[config.mk]
export PLATFORM = sky130hd
export DESIGN_NAME = prefixed_integer_literal_parser
export DESIGN_NICKNAME = d
export VERILOG_FILES = /design/src/rtl/core/pilp_pkg.sv /design/src/rtl/core/pilp_step.sv /design/src/rtl/core/prefixed_integer_literal_parser.sv
export SDC_FILE = /design/constraint.sdc
export NUM_CORES = 1
export LEC_CHECK = 0
export BUFFER_PORTS_ARGS = -buffer_cell sky130_fd_sc_hd__buf_4
export CORE_MARGIN = 2
export CORE_UTILIZATION = 40
export CTS_BUF_LIST = sky130_fd_sc_hd__clkbuf_4 sky130_fd_sc_hd__clkbuf_8 sky130_fd_sc_hd__clkbuf_16
export CTS_CLUSTER_SIZE = 16
export DETAILED_ROUTE_END_ITERATION = 7
export GPL_TIMING_DRIVEN = 0
export PLACE_DENSITY = 0.65
export SLEW_MARGIN = 20
export SYNTH_ARGS = -nofsm -noshare
export SYNTH_HDL_FRONTEND = slang
export SYNTH_SLANG_ARGS = --single-unit
[constraint.sdc]
create_clock -name clock -period 4.6 [get_ports clock]
set_input_delay 0.23 -clock clock [delete_from_list [all_inputs] [get_ports clock]]
set_output_delay 0.23 -clock clock [all_outputs]
set_load 0.05 [all_outputs]
[src/rtl/core/pilp_pkg.sv]
// Shared types, character codes and decode helpers for the literal parser.
package pilp_pkg;

   // Parse phase; the unused code is handled as start of string.
   typedef enum logic [2:0] {
      PH_START      = 3'd0,
      PH_ZERO       = 3'd1,
      PH_DEC_LEAD   = 3'd2,
      PH_DEC_DIGITS = 3'd3,
      PH_HEX        = 3'd4,
      PH_BIN        = 3'd5,
      PH_OCT        = 3'd6
   } phase_type;

   // Control state carried between characters.
   typedef struct packed {
      phase_type phase;
      logic      negative;
      logic      invalid_seen;
      logic      stopped;
   } ctl_type;

   localparam ctl_type CTL_CLEAR = '{phase: PH_START, negative: 1'b0,
                                     invalid_seen: 1'b0, stopped: 1'b0};

   localparam int unsigned OUT_WIDTH = 32;

   localparam logic [7:0] CH_NUL   = 8'd0;
   localparam logic [7:0] CH_TAB   = 8'd9;
   localparam logic [7:0] CH_CR    = 8'd13;
   localparam logic [7:0] CH_SPACE = 8'd32;
   localparam logic [7:0] CH_PLUS  = 8'd43;
   localparam logic [7:0] CH_MINUS = 8'd45;
   localparam logic [7:0] CH_ZERO  = 8'd48;
   localparam logic [7:0] CH_TWO   = 8'd50;
   localparam logic [7:0] CH_EIGHT = 8'd56;
   localparam logic [7:0] CH_NINE  = 8'd57;
   localparam logic [7:0] CH_UP_A  = 8'd65;
   localparam logic [7:0] CH_UP_F  = 8'd70;
   localparam logic [7:0] CH_LO_A  = 8'd97;
   localparam logic [7:0] CH_LO_F  = 8'd102;
   localparam logic [7:0] CH_UP_B  = 8'd66;
   localparam logic [7:0] CH_LO_B  = 8'd98;
   localparam logic [7:0] CH_UP_X  = 8'd88;
   localparam logic [7:0] CH_LO_X  = 8'd120;
   localparam logic [7:0] UP_HEX_BIAS = 8'd55;
   localparam logic [7:0] LO_HEX_BIAS = 8'd87;

   function automatic logic is_space(input logic [7:0] c);
      return (c == CH_SPACE) || (c >= CH_TAB && c <= CH_CR);
   endfunction

   function automatic logic is_dec(input logic [7:0] c);
      return (c >= CH_ZERO) && (c <= CH_NINE);
   endfunction

   // {valid, nibble}
   function automatic logic [4:0] hex_decode(input logic [7:0] c);
      logic [7:0] d;
      d = 8'd0;
      if (is_dec(c)) begin
         d = c - CH_ZERO;
         return {1'b1, d[3:0]};
      end else if (c >= CH_UP_A && c <= CH_UP_F) begin
         d = c - UP_HEX_BIAS;
         return {1'b1, d[3:0]};
      end else if (c >= CH_LO_A && c <= CH_LO_F) begin
         d = c - LO_HEX_BIAS;
         return {1'b1, d[3:0]};
      end
      return 5'd0;
   endfunction

endpackage

[src/rtl/core/pilp_step.sv]
// Per-character next-state and final-value logic for the literal parser.
module pilp_step
   import pilp_pkg::*;
#(
   parameter int unsigned VALUE_WIDTH = 32
) (
   input  logic [7:0]             ch,
   input  ctl_type                ctl,
   input  logic [VALUE_WIDTH-1:0] acc,
   output ctl_type                ctl_nxt,
   output logic [VALUE_WIDTH-1:0] acc_nxt,
   output logic [VALUE_WIDTH-1:0] final_val
);

   logic [4:0]             hex_d;
   logic [7:0]             dig;
   logic [VALUE_WIDTH-1:0] dig_ext;
   logic [VALUE_WIDTH-1:0] acc_dec;
   logic [VALUE_WIDTH-1:0] acc_hex;
   logic [VALUE_WIDTH-1:0] acc_bin;
   logic [VALUE_WIDTH-1:0] acc_oct;
   logic                   is_oct;
   logic                   is_bin;

   assign hex_d   = hex_decode(ch);
   assign dig     = ch - CH_ZERO;
   assign dig_ext = {{(VALUE_WIDTH-4){1'b0}}, dig[3:0]};
   assign is_oct  = (ch > 8'd47) && (ch < CH_EIGHT);
   assign is_bin  = (ch > 8'd47) && (ch < CH_TWO);
   // acc * 10 as two shifts and an add
   assign acc_dec = (acc << 3) + (acc << 1) + dig_ext;
   assign acc_hex = (acc << 4) + {{(VALUE_WIDTH-4){1'b0}}, hex_d[3:0]};
   assign acc_bin = (acc << 1) + dig_ext;
   assign acc_oct = (acc << 3) + dig_ext;

   always_comb begin
      ctl_nxt = ctl;
      acc_nxt = acc;
      if (ch == CH_NUL) begin
         ctl_nxt = CTL_CLEAR;
         acc_nxt = '0;
      end else begin
         unique case (ctl.phase)
            PH_ZERO: begin
               if (ch == CH_LO_X || ch == CH_UP_X) begin
                  ctl_nxt.phase = PH_HEX;
               end else if (ch == CH_LO_B || ch == CH_UP_B) begin
                  ctl_nxt.phase = PH_BIN;
               end else begin
                  ctl_nxt.phase = PH_OCT;
                  if (ctl.invalid_seen) begin
                  end else if (is_oct) begin
                     acc_nxt = acc_oct;
                  end else begin
                     ctl_nxt.invalid_seen = 1'b1;
                  end
               end
            end
            PH_DEC_LEAD, PH_DEC_DIGITS: begin
               if (ctl.stopped) begin
               end else if (is_dec(ch)) begin
                  acc_nxt       = acc_dec;
                  ctl_nxt.phase = PH_DEC_DIGITS;
               end else if (ctl.phase == PH_DEC_LEAD && is_space(ch)) begin
               end else if (ctl.phase == PH_DEC_LEAD &&
                            (ch == CH_PLUS || ch == CH_MINUS)) begin
                  ctl_nxt.negative = (ch == CH_MINUS);
                  ctl_nxt.phase    = PH_DEC_DIGITS;
               end else begin
                  ctl_nxt.stopped = 1'b1;
               end
            end
            PH_HEX: begin
               if (!ctl.stopped) begin
                  if (hex_d[4]) begin
                     acc_nxt = acc_hex;
                  end else begin
                     acc_nxt         = '0;
                     ctl_nxt.stopped = 1'b1;
                  end
               end
            end
            PH_BIN: begin
               if (ctl.invalid_seen) begin
               end else if (is_bin) begin
                  acc_nxt = acc_bin;
               end else begin
                  ctl_nxt.invalid_seen = 1'b1;
               end
            end
            PH_OCT: begin
               if (ctl.invalid_seen) begin
               end else if (is_oct) begin
                  acc_nxt = acc_oct;
               end else begin
                  ctl_nxt.invalid_seen = 1'b1;
               end
            end
            default: begin
               // start of string (and the unused code)
               if (ch == CH_ZERO) begin
                  ctl_nxt       = CTL_CLEAR;
                  ctl_nxt.phase = PH_ZERO;
               end else begin
                  ctl_nxt       = CTL_CLEAR;
                  acc_nxt       = '0;
                  ctl_nxt.phase = PH_DEC_LEAD;
                  if (is_dec(ch)) begin
                     acc_nxt       = dig_ext;
                     ctl_nxt.phase = PH_DEC_DIGITS;
                  end else if (is_space(ch)) begin
                  end else if (ch == CH_PLUS || ch == CH_MINUS) begin
                     ctl_nxt.negative = (ch == CH_MINUS);
                     ctl_nxt.phase    = PH_DEC_DIGITS;
                  end else begin
                     ctl_nxt.stopped = 1'b1;
                  end
               end
            end
         endcase
      end
   end

   always_comb begin
      unique case (ctl.phase)
         PH_DEC_LEAD, PH_DEC_DIGITS: final_val = ctl.negative ? (-acc) : acc;
         PH_HEX:                     final_val = acc;
         PH_BIN, PH_OCT:             final_val = ctl.invalid_seen ? '0 : acc;
         default:                    final_val = '0;
      endcase
   end

endmodule

[src/rtl/core/prefixed_integer_literal_parser.sv]
// A terminating zero character gives its value on rsp_value in the cycle after acceptance.
// Throughput: one character per cycle while req_ready is high; the parse state updates in a single pass per character.
// Only a held result that the sink does not take stalls the input (req_ready is low then).
// Reset (synchronous, active high) clears phase, flags, accumulator and the result valid.
// Top level: character parser state plus a one-entry result register.
module prefixed_integer_literal_parser
   import pilp_pkg::*;
#(
   parameter int unsigned VALUE_WIDTH = 32
) (
   input  logic               clock,
   input  logic               reset,
   input  logic               req_valid,
   output logic               req_ready,
   input  logic [7:0]         req_ch,
   output logic               rsp_valid,
   input  logic               rsp_ready,
   output logic signed [31:0] rsp_value
);

   // parse state, updated once per accepted character
   ctl_type                ctl_ff, ctl_in;
   logic [VALUE_WIDTH-1:0] acc_ff, acc_in;
   logic [VALUE_WIDTH-1:0] final_val;

   // result register
   logic                   rsp_valid_ff, rsp_valid_in;
   logic [OUT_WIDTH-1:0]   rsp_value_ff, rsp_value_in;
   logic [OUT_WIDTH-1:0]   final_ext;

   logic                   req_take;
   logic                   end_of_str;

   // Output register is free when empty or draining this cycle.
   assign req_ready  = !rsp_valid_ff || rsp_ready;
   assign req_take   = req_valid && req_ready;
   assign end_of_str = (req_ch == CH_NUL);

   pilp_step #(
      .VALUE_WIDTH(VALUE_WIDTH)
   ) u_step (
      .ch        (req_ch),
      .ctl       (ctl_ff),
      .acc       (acc_ff),
      .ctl_nxt   (ctl_in),
      .acc_nxt   (acc_in),
      .final_val (final_val)
   );

   // Sign-extend or truncate the accumulator width to the 32-bit result.
   if (VALUE_WIDTH >= OUT_WIDTH) begin : g_trunc
      assign final_ext = final_val[OUT_WIDTH-1:0];
   end else begin : g_sext
      assign final_ext = {{(OUT_WIDTH-VALUE_WIDTH){final_val[VALUE_WIDTH-1]}}, final_val};
   end

   always_comb begin
      rsp_valid_in = rsp_valid_ff && !rsp_ready;
      rsp_value_in = rsp_value_ff;
      if (req_take && end_of_str) begin
         rsp_valid_in = 1'b1;
         rsp_value_in = final_ext;
      end
   end

   always_ff @(posedge clock) begin
      if (reset) begin
         ctl_ff       <= CTL_CLEAR;
         acc_ff       <= '0;
         rsp_valid_ff <= 1'b0;
      end else begin
         rsp_valid_ff <= rsp_valid_in;
         if (req_take) begin
            ctl_ff <= ctl_in;
            acc_ff <= acc_in;
         end
      end
   end

   always_ff @(posedge clock) begin
      rsp_value_ff <= rsp_value_in;
   end

   assign rsp_valid = rsp_valid_ff;
   assign rsp_value = rsp_value_ff;

endmodule

; ---- Word level (Yosys, flattened, before mapping)
; Index checks and enable logic that the tools add are counted.
[totals]
register_bits = 71
out_inout_bits = 34
[op_classes]
add_sub_neg = 9
order_cmp = 11
eq_ne = 31
muxes = 57
reduce_logical = 30
[op_table]
columns = op, n
row1 = 32-bit 2-to-1 mux, 14
row2 = 32-bit case mux with 5 select lines, 1
row3 = 32-bit by 4-bit adder with 32-bit output, 4
row4 = 32-bit case mux with 3 select lines, 1
row5 = 32-bit adder, 1
row6 = "8-bit by 6-bit == test with 1-bit output, second input constant", 4
row7 = "8-bit by 7-bit == test with 1-bit output, second input constant", 4
row8 = 32-bit negator, 1
row9 = 1-bit 2-to-1 mux, 21
row10 = "3-bit inequality test, second input constant", 7
row11 = 5-bit 2-to-1 mux, 4
row12 = "8-bit by 7-bit >= comparator with 1-bit output, second input constant", 2
row13 = "8-bit by 7-bit <= comparator with 1-bit output, second input constant", 2
row14 = "8-bit by 6-bit < comparator with 1-bit output, second input constant", 2
row15 = 4-bit 2-to-1 mux, 4
row16 = 6-bit 2-to-1 mux, 2
row17 = 1-bit logical AND, 11
row18 = "3-bit == test, second input constant", 3
row19 = 3-bit 2-to-1 mux, 3
row20 = "3-bit by 2-bit inequality test with 1-bit output, second input constant", 3
row21 = 3-bit case mux with 3 select lines, 1
row22 = 9-bit AND reduction, 1
row23 = 3-bit OR reduction, 3
row24 = "8-bit by 4-bit >= comparator with 1-bit output, second input constant", 1
row25 = 25 further kinds, 38

; ---- Depth between registers and ports, before layout
; Gate-level depths: netlist of run 1.
[logic_depth]
ltp_word = 11
ltp_mapped = 12
ltp_nobuf = 11

; ---- By module
; Synthesis of run 1 repeated with hierarchy kept, for this count alone.
[unflattened]
cells_unflattened = 1204
hier_area_um2 = 8891.0
[modules_own_cells]
columns = module, instances, cells_each, area_each_um2, seq_area_each_um2
row1 = pilp_step, 1, 990, 6402.4, 0.0
row2 = prefixed_integer_literal_parser, 1, 214, 2488.6, 1741.7

; ---- Least setup slack after synthesis of run 1
; Ideal clock, no wire load.
[synth_path]
kind = register to register
start = reg acc_ff[0]
end = reg acc_ff[28]
t_arrival_ps = 2827
t_required_ps = 4526
slack_ps = 1698
path_stages_with_launch = 11
cell_sequence = dfxtp_1 -> fa_1 -> fa_1 -> a211oi_1 -> o21a_1 -> a211oi_1 -> o211ai_1 -> o21ai_1 -> a311oi_1 -> nand4_1 -> a31oi_1
[synth_via]
elab_chain_cells = 7
word_cells_on_any_way = 17
classes_between = add/sub (5) / mux (12)
[synth_lines]
columns = element, line_no
row1 = "start, declared", prefixed_integer_literal_parser.sv:23  ; logic [VALUE_WIDTH-1:0] acc_ff, acc_in;
row2 = "start signal, assigned", prefixed_integer_literal_parser.sv:75  ; acc_ff <= acc_in;
row3 = branches (longest 5 deep; another with 32-bit adder), --
row4 = 32-bit case mux with 5 select lines *, pilp_step.sv:43  ; unique case (ctl.phase)
row5 = 32-bit 2-to-1 mux *, pilp_step.sv:39  ; if (ch == CH_NUL) begin
; Every way passes the cells marked *. The select of a mux whose other input is x is not followed.
; A chain may end at the register's enable or synchronous reset.

; ---- Worst setup path in the final report of run 1
; Ends and elaborated chain as after synthesis.

==> results by group, run 1 <==
Run status
  • Outcome: completed

Clock network
  • Number of buffers inserted by post-CTS setup repair: 0
  • CTS Sinks: 71
  • Total of hold buffers inserted after clock tree synthesis: 0
  • Clock latency of the later-clocked register in the worst-skew pair: 0.36 ns
  • Clock root cell: clkbuf_16
  • Number of buffers added by the clock tree synthesis step: 9
  • Clock tree from TritonCTS: built
  • Max H-tree Level: 3
  • Maximum buffer depth of the clock tree: 2
  • Clock transition at the register clock pins on the worst setup and hold paths after CTS: 0.06 ns
  • Gates resized, CTS repair: 0

Final layout
  • Ratio of cells with drive above 1 in the final layout: 8.38%
  • Final Net Count: 1140
  • Filler instances: 1931
  • Core Util, Final: 46.0%
  • Most common library cell in the layout ignoring fill and taps: nand2_1
  • Combined flip-flop and latch cell area: 1740 µm²
  • Synthesis-to-layout area growth: 12.6%
  • Commonest non-fill, non-tap cells in the layout: nand2_1 (97), a21oi_1 (94), o21ai_0 (70), ha_1 (68), nor2_1 (62)
  • Diodes inserted: 0
  • Non-filler cells in the finished layout: 1296
  • Multi-input gate area in the final layout: 5480 µm²

Synth
  • Post-synthesis cell area: 7680 µm²
  • Top cell type by total area after synthesis: edfxtp_1
  • Number of enable flip-flop cells after synthesis: 32
  • Mux contribution to synthesized area: 0.945%
  • Simple-gate share of the synthesized area: 20.7%
  • Share of synthesized cell area in full adder, half adder and majority cells: 11.9%
  • Main combinational cell family by area after synthesis: compound AO/OA/AOI/OAI gates
  • Top flip-flop cell by instance count after synthesis: dfxtp_1
  • Largest cells by area after synthesis: edfxtp_1 (13%), ha_1 (11%), dfxtp_1 (10%)
  • Share of async-settable or async-resettable flops after synthesis: 0%
  • Number of nets in the synthesized netlist: 1086
  • Netlist cell types: 78
  • Post-synthesis share of cell area spent on xor and xnor gates: 9.47%
  • Share of Yosys cell area claimed by the top area cell type: 12.5%
  • Portion of the post-synthesis area used by sequential elements: 22.7%
  • Flop and latch count out of synthesis: 71
  • Gate count after technology mapping: 1003
  • Post-Synthesis Mean Instance Area: 7.65 µm²
  • Synthesized-area fraction occupied by ao, oa, aoi and oai cells: 28.3%
  • YS warnings: 0

Critical path
  • Worst setup path category: register to register
  • WP data arrival: 4.19 ns
  • Critical path data required time: 4.85 ns
  • Crit Path Max Fanout: 8
  • Delay-heaviest family, CP: compound AO/OA/AOI/OAI gates
  • Highest-delay cell along the critical path: a311oi_1
  • Ordered cell list for the critical path: fa_1, fa_1, a211oi_1, o21a_1, a211oi_1, o211ai_1, o21ai_1, a311oi_1, nand4_1, a31oi_1
  • Crit path capture type: register
  • Buffering stage count on the worst path with inverters included: 0
  • Crit start category: register
  • Max incr delay on CP: 0.60 ns

STA
  • Hold violation count in the final report: 0
  • Minimum clock period after layout: 3.94 ns
  • TNS Setup: 0 ns
  • Final period util: 85.7%
  • Setup skew after layout: 0.0124 ns
  • Post-route worst hold slack: 0.234 ns
  • Setup repair after global routing missed its margin: false
  • Setup violation total in the final timing report: 0
  • Fin. max-slew vios: 0
  • Slew HR: 32.9%
  • Pin slew with the least headroom to its limit: 0.998 ns
  • Maximum achievable frequency: 0.254 GHz

Routing
  • First-pass iteration count of the detailed router: 5
  • Total Wirelength: 26300 µm
  • Number of nets with antenna violations after detailed routing: 0
  • 1st-iter DRT viols: 864
  • DRC violation count after routing: 0
  • Vias per Instance: 6.33
  • Post-detailed-route wirelength per cell: 20.3 µm
  • Detailed-route via count: 8202

Global routing
  • Global-route usage over all layers: 26.1%
  • Global-route wire length before repair: 41900 µm
  • Number of global-route vias before repair: 7691
  • Overflow after GRT: 0
  • Largest net degree at the start of global routing: 33
  • Number of antenna violations at the first check in global routing: 0

Power and ir drop
  • Areal power density over the cells: 209 nW/µm²
  • Worst ir drop on vdd: 0.000218 V
  • Post-route total power: 1.81 mW
  • Standby leakage power: 3.29 nW

Floorplan
  • Initial core utilization: 40.9%
  • Row Count: 50
  • Top Ports: 46
  • Die area: 20300 µm²
  • Die height: 143 µm
  • Width of the chip: 143 µm
  • Floorplan Core Area: 18800 µm²

Placed design
  • Final weighted congestion in routability-driven placement: 1.00
  • HPWL after detailed placement: 20000 µm
  • Cell count after placement: 1280
  • Buffers on Ports: 43

Worst hold path
  • Worst min path class: input pin to register

Run
  • Max-Cap Viols: 0
==> report_power, final <==
part,internal (mW),total [mW],switching (mW)
Sequential,0.661,0.670,0.00976
Clock,0.530,0.821,0.292
Combinational,0.104,0.316,0.213
Total,1.29,1.81,0.514
==> sequential cells by signal, summed over array words and instances, names as in the netlist <==
name,cells
ctl_ff,6
rsp_valid,1
rsp_value,32
acc_ff,32
==> metal layers <==
layer / share of wire [%] / global-route usage (%)
met1: 44 / 36.6
met5: 0 / 0
met4: 3.1 / 10.7
met3: 8.8 / 3.67
met2: 44 / 40.1
==> area by class of cell <==
cell class                      count  share of cell area [%]
Inverter                           32                    1.39
Buffer                             83                    3.94
Clock inverter                      4                   0.883
Multi-Input combinational cell    817                    63.4
Tap cell                          234                    3.39
Timing Repair Buffer               43                    3.74
Clock buffer                       12                    3.14
Sequential cell                    71                    20.2
==> worst reg2reg max path, stage by stage, from the launching register on <==
cell and delay, ns:
dfxtp_1 0.52, fa_1 0.52, fa_1 0.47, a211oi_1 0.25, o21a_1 0.25, a211oi_1 0.12
o211ai_1 0.42, o21ai_1 0.22, a311oi_1 0.60, nand4_1 0.16, a31oi_1 0.29
==> cell usage after synthesis, drive strengths merged, types with 4 or more instances <==
library cell and n:
nand3 34, nand4b 4, dfxtp 39, clkbuf 59, inv 32, a31oi 13
and3 5, a22oi 13, and2 7, xor2 35, xnor2 48, nor2b 8
nor4 13, ha 68, or2 4, nand2 97, nor2 63, nor3 21
o211ai 6, buf 24, and4 5, o21a 6, a22o 4, nand4 17
or3 12, o41ai 4, o31ai 14, nor3b 4, edfxtp 32, or4 7
a211oi 8, mux2i 5, o22ai 21, a21oi 94, a2bb2oi 9, a222oi 10
a21o 11, a21boi 4, o21ai 92, nand2b 4, a221oi 10, a32oi 5
==> stage by stage <==
step           worst slack [ns]  area (µm²)
2_1_floorplan              1.70        7680
3_3_place_gp              0.645        8290
3_5_place_dp              0.685        8290
4_1_cts                   0.666        8640
5_1_grt                   0.395        8640
6_report                  0.657        8640
==> cell families (layout without fill, tap and decap cells) <==
logic type,Yosys count,count (layout)
buf+inv,115,174
simple gates,313,313
mux,7,7
xor+xnor,83,83
compound gates,343,343
flops,71,71
fa+ha+maj,71,71
==> path summary, 6_finish.rpt <==
kind / start / cells after the start / to / slack, ns
max: acc_ff[0] / 10 / acc_ff[28] / 0.66
min: rsp_ready / 3 / rsp_valid / 0.23
max reg2reg: acc_ff[0] / 10 / acc_ff[28] / 0.66
min reg2reg: ctl_ff[0] / 2 / ctl_ff[0] / 0.54
No activity file was read; power rests on OpenSTA's default activity.
==> run 2, diff against run 1 <==
--- a/config.mk
+++ b/config.mk
@@ -12,7 +12,7 @@
 export CTS_CLUSTER_SIZE = 16
 export DETAILED_ROUTE_END_ITERATION = 7
 export GPL_TIMING_DRIVEN = 0
-export PLACE_DENSITY = 0.65
+export PLACE_DENSITY = 0.59
 export SLEW_MARGIN = 20
 export SYNTH_ARGS = -nofsm -noshare
 export SYNTH_HDL_FRONTEND = slang
==> results by group, run 2 (synthesis gave the netlist of run 1 again) <==
Clock network
  • CTS Sinks: 71
  • Clock root cell: clkbuf_16
  • Clock transition at the register clock pins on the worst setup and hold paths after CTS: 0.06 ns
  • Number of buffers added by the clock tree synthesis step: 9
  • Clock tree from TritonCTS: built
  • Maximum buffer depth of the clock tree: 2
  • Number of buffers inserted by post-CTS setup repair: 0
  • Gates resized, CTS repair: 0
  • Clock latency of the later-clocked register in the worst-skew pair: 0.35 ns
  • Total of hold buffers inserted after clock tree synthesis: 0
  • Max H-tree Level: 3

STA
  • Setup repair after global routing missed its margin: false
  • TNS Setup: 0 ns
  • Fin. max-slew vios: 0
  • Hold violation count in the final report: 0
  • Minimum clock period after layout: 4.05 ns
  • Setup violation total in the final timing report: 0
  • Final period util: 88.1%
  • Slew HR: 29.6%
  • Maximum achievable frequency: 0.247 GHz
  • Setup skew after layout: 0.0121 ns
  • Pin slew with the least headroom to its limit: 1.05 ns

Final layout
  • Most common library cell in the layout ignoring fill and taps: nand2_1
  • Core Util, Final: 45.9%
  • Final Net Count: 1140
  • Ratio of cells with drive above 1 in the final layout: 8.29%
  • Diodes inserted: 0
  • Synthesis-to-layout area growth: 12.2%
  • Non-filler cells in the finished layout: 1296
  • Summed area of non-filler cells in the final layout: 8610 µm²
  • Commonest non-fill, non-tap cells in the layout: nand2_1 (97), a21oi_1 (94), o21ai_0 (70), ha_1 (68), nor2_1 (62)

Routing
  • Vias per Instance: 6.26
  • 1st-iter DRT viols: 783
  • Detailed-route via count: 8110
  • Post-detailed-route wirelength per cell: 20.6 µm
  • First-pass iteration count of the detailed router: 6
  • DRC violation count after routing: 0
  • Number of nets with antenna violations after detailed routing: 0
  • Total Wirelength: 26600 µm

Floorplan
  • Initial core utilization: 40.9%
  • Die height: 143 µm
  • Top Ports: 46
  • Width of the chip: 143 µm
  • Die area: 20300 µm²
  • Row Count: 50
  • Floorplan Core Area: 18800 µm²

Placed design
  • HPWL after detailed placement: 20500 µm
  • Buffers on Ports: 43
  • Area after detailed placement: 8290 µm²
  • Cell count after placement: 1280
  • Final weighted congestion in routability-driven placement: 0.954

Critical path
  • Reg2reg end: acc_ff[28]
  • Critical path data required time: 4.84 ns
  • Crit path capture type: register
  • Number of cells traversed by the worst register-to-register path: 10
  • Worst flop-to-flop path startpoint: acc_ff[0]
  • Crit start category: register
  • Destination of the critical timing path: acc_ff[28]
  • Worst setup path category: register to register
  • WP data arrival: 4.29 ns
  • Register-to-register setup slack: 0.55 ns
  • Critical path startpoint: acc_ff[0]
  • Crit Path Max Fanout: 8

Run status
  • Outcome: completed

Run
  • Max-Cap Viols: 0

Global routing
  • Global-route usage over all layers: 26.5%
  • Number of global-route vias before repair: 7481
  • Global-route wire length before repair: 42000 µm
  • Number of antenna violations at the first check in global routing: 0
  • Largest net degree at the start of global routing: 33
  • Overflow after GRT: 0

Worst hold path
  • Worst min path class: input pin to register

Power and ir drop
  • Worst ir drop on vdd: 0.000182 V
  • Areal power density over the cells: 203 nW/µm²
  • Post-route total power: 1.75 mW
  • Standby leakage power: 3.27 nW
-- run 2: changes by cell type in the layout (fill, tap and decap cells not counted), sizes merged --
cell | previous run | this run
clkbuf | 71 | 69
clkinv | 1 | 3
-- run 2: final cells by class --
cell class              count  area (µm²)
plain buffers              83         340
clock buffers              10         233
clock inverters             6        85.1
fillers                  1944       10200
inverters                  32         120
multi-input cells         817        5480
flip-flops and latches     71        1740
well taps                 234         293
repair buffers             43         323
-- run 2: metal layers --
metal | global-route usage (%) | share of wire (%)
met5 | 0 | 0
met4 | 8.39 | 2.3
met3 | 4.74 | 9.0
met2 | 39.9 | 43
met1 | 38.1 | 46
-- run 2: how the worst min path moves through the flow --
stage	start	endpoint	slack [ns]	cells past startpoint
2_1_floorplan	ctl_ff[0]	ctl_ff[0]	0.48	2
3_3_place_gp	ctl_ff[0]	ctl_ff[0]	0.52	2
3_5_place_dp	ctl_ff[0]	ctl_ff[0]	0.51	2
4_1_cts	rsp_ready	rsp_valid	0.23	3
5_1_grt	rsp_ready	rsp_valid	0.31	3
6_report	rsp_ready	rsp_valid	0.24	3
-- run 2: stage by stage --
step	setup slack (ns)	hold slack [ns]
finish	0.546	0.243
global route	0.343	0.314
CTS	0.603	0.233
detailed placement	0.620	0.511
global placement	0.656	0.518
floorplan	1.70	0.480
-- run 2: worst max-delay path, stage by stage, from the launching register on --
cell,delay (ns)
dfxtp_1,0.54
fa_1,0.52
fa_1,0.47
a211oi_1,0.30
o21a_1,0.26
a211oi_1,0.13
o211ai_1,0.46
o21ai_1,0.23
a311oi_1,0.59
nand4_1,0.16
a31oi_1,0.30
-- run 2: power breakdown --
part           internal (mW)  leakage [nW]  switching, mW
registers              0.661         0.570        0.00970
clock network          0.479         0.154          0.284
logic                  0.104          2.55          0.214
